`config.mk`:
```
export PLATFORM = sky130hd
export DESIGN_NAME = sacl_ctrl
export DESIGN_NICKNAME = d
export VERILOG_FILES = /design/src/hdl/sacl_pkg.sv /design/src/hdl/sacl_ctrl.sv
export SDC_FILE = /design/constraint.sdc
export NUM_CORES = 1
export LEC_CHECK = 0
export ABC_AREA = 1
export CAP_MARGIN = 20
export CORE_AREA = 2 2 39 41
export CTS_CLUSTER_SIZE = 24
export DETAILED_ROUTE_END_ITERATION = 6
export DIE_AREA = 0 0 41 43
export DONT_BUFFER_PORTS = 1
export PLACE_DENSITY = 0.3
export REMOVE_ABC_BUFFERS = 1
export SYNTH_ARGS = -nofsm -noshare
export SYNTH_HDL_FRONTEND = slang
export SYNTH_SLANG_ARGS = --single-unit
```
`constraint.sdc`:
```
create_clock -name clock -period 1.2 [get_ports clock]
set_input_delay 0.06 -clock clock [delete_from_list [all_inputs] [get_ports clock]]
set_output_delay 0.06 -clock clock [all_outputs]
set_load 0.1 [all_outputs]
```
`src/hdl/sacl_pkg.sv`:
```
// Shared types and constants for the set-associative cache lookup.
// No dependencies.
package sacl_pkg;
   localparam int MaxWays = 8;
   localparam int MaxSets = 256;
   localparam int WayBits = 3;
   localparam int SetBits = 8;
   localparam int RankBits = 3;
   localparam int TagBits = 32;

   localparam logic [1:0] CsrWays = 2'd0;
   localparam logic [1:0] CsrSetBits = 2'd1;
   localparam logic [1:0] CsrOffBits = 2'd2;

   typedef enum logic [2:0] {
      ST_CLEAR, ST_IDLE, ST_READ, ST_DECIDE, ST_WRITE, ST_RESP
   } state_type;

   typedef struct packed {
      logic clear_en;
      logic load_req;
      logic decide;
      logic commit;
   } cmd_type;

   typedef struct packed {
      logic clear_done;
   } status_type;
endpackage

```
`src/hdl/sacl_ctrl.sv`:
```
// Controller state machine for the cache lookup.
// Depends on sacl_pkg.
module sacl_ctrl
   import sacl_pkg::*;
(
   input  logic       clock,
   input  logic       reset,
   input  logic       req_valid,
   output logic       req_ready,
   output logic       rsp_valid,
   input  logic       rsp_ready,
   output cmd_type    cmd,
   input  status_type status
);
   state_type state_ff, state_in;

   // State register.
   always_ff @(posedge clock) begin
      if (reset) begin
         state_ff <= ST_CLEAR;
      end else begin
         state_ff <= state_in;
      end
   end

   // Next state and commands.
   always_comb begin
      state_in = state_ff;
      cmd = '0;
      req_ready = 1'b0;
      rsp_valid = 1'b0;
      case (state_ff)
         ST_CLEAR: begin
            cmd.clear_en = 1'b1;
            if (status.clear_done) state_in = ST_IDLE;
         end
         ST_IDLE: begin
            req_ready = 1'b1;
            cmd.load_req = req_valid;
            if (req_valid) state_in = ST_READ;
         end
         ST_READ: state_in = ST_DECIDE;
         ST_DECIDE: begin
            cmd.decide = 1'b1;
            state_in = ST_WRITE;
         end
         ST_WRITE: begin
            cmd.commit = 1'b1;
            state_in = ST_RESP;
         end
         ST_RESP: begin
            rsp_valid = 1'b1;
            if (rsp_ready) state_in = ST_IDLE;
         end
         default: state_in = ST_IDLE;
      endcase
   end
endmodule

```
==> flow_summary_export.csv <==
group,metric,value,unit
run_status,status,"finished clean",
power,clkPwrFrac,0.276,
global_routing,grt_first_pass_wirelength,807,um
synth,yosys-top-cells-area,"sky130_fd_sc_hd__dfxtp_1 31%, sky130_fd_sc_hd__nor2_1 14%, sky130_fd_sc_hd__inv_1 9.7%",
synth,parity_gate_share_of_the_synthesized_area_counting_xor_and_xnor_cells,0,
synth,synth_compound_gate_area_share,0,
synth,synth_largest_type_area_fraction,0.312,
synth,post-synth-top-count-cell,"sky130_fd_sc_hd__nor2_1",
layout,syn_to_final_growth,120,%
layout,max_ffs_per_register,3,
clocking,insertion_delay,230,ps
layout,registers.top_by_ff_count,"state_ff",
min_path,timing.hold.worst.class,"in -> reg",
setup_path,start_kind,"register",
floorplanning,ios,11,
floorplanning,die_w,41,um
layout,area.sequential,66.3,um2
clocking,cts_buffer_depth,2,
setup_path,crit_arrival,1100,ps
setup_path,critical_path.startpoint,"state_ff[1]$_SDFFE_PP0P_",
drt,drt_wl_total,483,um
sta,finalHoldViolCount,0,
sta,timing.clock.skew,2.79,ps
synth,post_synth_fa_ha_maj_area_fraction,0,
sta,timing.fmax,0.861,GHz
drt,detailroute.via_count,231,
setup_path,critPathRequiredTime,1140,ps
drt,dr.first_iter.drc_count,2,
placement,routabilityCongestion,0.713,
drt,total_iterations_of_the_first_detailed_routing_run,3,
setup_path,end_kind,"primary output",
power,worst_ir_drop_vdd,0.455,mV
sta,worstMarginPinSlew,161,ps
layout,multi_input_area,149,um2
synth,syn_avg_cell_area,6.42,um2
sta,setup-tns-final,0,ps
setup_path,worstPathMaxFanout,4,
synth,synth_mux_area_frac,0,
setup_path,criticalPathCategory,"reg -> out",
floorplanning,num_rows,14,
sta,post-route-period-util,0.968,
drt,avgViaCountPerCell,4.05,
clocking,cts_tree,"done",
sta,finalWorstPathRequiredPeriod,1160,ps
placement,estimated_wirelength_of_the_detail_placed_design,405,um
clocking,tritoncts.num_buffers,3,
synth,postSynthCellCount,30,
power,power.share.combinational,0.516,
setup_path,critical_path.reg2reg.startpoint,"state_ff[2]$_SDFFE_PP0P_",
clocking,cts-root-buf,"sky130_fd_sc_hd__clkbuf_4",
power,power_report.internal_total,351,uW
clocking,cts.sinks,3,
placement,buffer_ports.inserted,0,
drt,detail_route.drc_violations,0,
layout,instances_no_fill,57,
floorplanning,area_of_the_die,0.00176,mm2
sta,setup_viol,0,
drt,wire_per_inst,8.47,um
global_routing,number_of_global_route_vias_before_repair,234,
global_routing,overall_global_routing_resource_usage,0.0703,
clocking,post_cts_buffers,0,
placement,place.detailed.instances,52,
floorplanning,fp.dieH,43,um
drt,number_of_antenna_violating_nets_in_the_routed_design,0,
global_routing,grt_max_degree,7,
power,total_switching_power,289,uW
power,power.density,1510,mW/mm2
synth,synth_ff_type,"sky130_fd_sc_hd__dfxtp_1",
synth,synth.cells.most_frequent,"7 x sky130_fd_sc_hd__nor2_1, 5 x sky130_fd_sc_hd__inv_1, 4 x sky130_fd_sc_hd__nand2_1",
synth,synth.ff_latch_count,3,
synth,ys.warnings.count,0,
layout,num_antenna_cells,0,
synth,synth_cell_type_count,11,
global_routing,overflow,0,
synth,synth_simple_gate_area_frac,0.571,
sta,maxSlewViolCount,0,
flow_run,drv_cap,0,
layout,reg.largest.list,"state_ff: 3 flops",
layout,final_util,0.307,
sta,rsz_0062_raised_after_global_routing,"true",
clocking,cts_htree_levels,1,
synth,summed_instance_area_of_the_synthesized_netlist,193,um2
floorplanning,initial_core_util,0.139,
sta,slew_headroom,0.893,
synth,synth.largest_area_cell,"sky130_fd_sc_hd__dfxtp_1",
synth,synth_async_sr_flop_share,0,
synth,synth_seq_area_share,0.312,
clocking,cts.clk_slew.worst_paths,40,ps
layout,num-fill-cells,137,
power,pwr-share-seq,0.208,
synth,synth_enable_flop_cells,0,
power,cellLeakagePower,0.000177,uW
synth,synth_top_family_by_area,"simple AND/OR/NAND/NOR gates",
layout,layout_nets,47,
power,power.share.switching,0.452,
floorplanning,placeableCoreArea,0.00138,mm2
layout,layout-drive-gt1-share,0.610,
min_path,timing.hold.worst.start,"status",
global_routing,grt_antenna_before_repair,0,
[stage by stage]
step	setup WS, ps	cell area, um2	total power (uW)	hold WS (ps)
final	38.3	424	640	101
after global routing	-28.1	424	675	123
after CTS	-16.9	409	652	101
after detailed placement	177	353	441	137
after global placement	173	353	441	135
after floorplan	-1360	193	328	132
[cells by family after synthesis]
logic type,after synthesis
buffers and inverters,6
DFF,3
and+or+nand+nor,21
[final cells by class]
cell class                      instances  share of cell area
Sequential cell                         3               0.156
Multi-Input combinational cell         21               0.351
Inverter                                6              0.0649
Timing Repair Buffer                    7               0.319
Tap cell                               16              0.0472
Clock buffer                            4              0.0619
[final timing paths]
check | end | slack (ps) | cells after the start
setup reg to reg | state_ff[0]$_SDFFE_PP0P_ | 280 | 5
hold / removal | state_ff[0]$_SDFFE_PP0P_ | 100 | 3
hold reg to reg | state_ff[0]$_SDFFE_PP0P_ | 610 | 3
setup / recovery | cmd[3] | 40 | 4
[repair_timing]
action | CTS | global route
hold endpoints to repair | 3 | 0
pin swaps | 2 | 1
hold buffers | 1 | 0
setup endpoints to repair | 6 | 4
resized for setup | 9 | 4
[per-layer routing]
metal  part of all wire  track usage
met4                  0       0.0800
met3              0.075       0.0209
met1               0.32       0.0579
met2               0.61        0.113
met5                  0            0
[worst max-delay path, stage by stage, from the launching register on]
cell,delay [ps]
sky130_fd_sc_hd__dfxtp_2,340
sky130_fd_sc_hd__nor2_4,130
sky130_fd_sc_hd__inv_2,70
sky130_fd_sc_hd__nor2_2,150
sky130_fd_sc_hd__buf_12,190
[power groups by stage]
stage               Combinational (uW)  Clock, uW  Sequential (uW)
finish                             330        177              133
detailed placement                 314          0              127
global placement                   314          0              127
CTS                                332        189              131
global route                       348        193              135
floorplan                          205          0              123
[layout by cell type, fill, tap and decap left out, types with 2 or more instances in the layout]
cell type                  instances
sky130_fd_sc_hd__nand4_1           2
sky130_fd_sc_hd__nor2_4            3
sky130_fd_sc_hd__nand3_1           2
sky130_fd_sc_hd__nor2_1            3
sky130_fd_sc_hd__nand2_1           3
sky130_fd_sc_hd__clkbuf_4          3
sky130_fd_sc_hd__inv_1             3
sky130_fd_sc_hd__dfxtp_2           2
sky130_fd_sc_hd__buf_12            5
sky130_fd_sc_hd__inv_2             2
sky130_fd_sc_hd__nor2_2            3
Power figures use the tool's default switching activity.
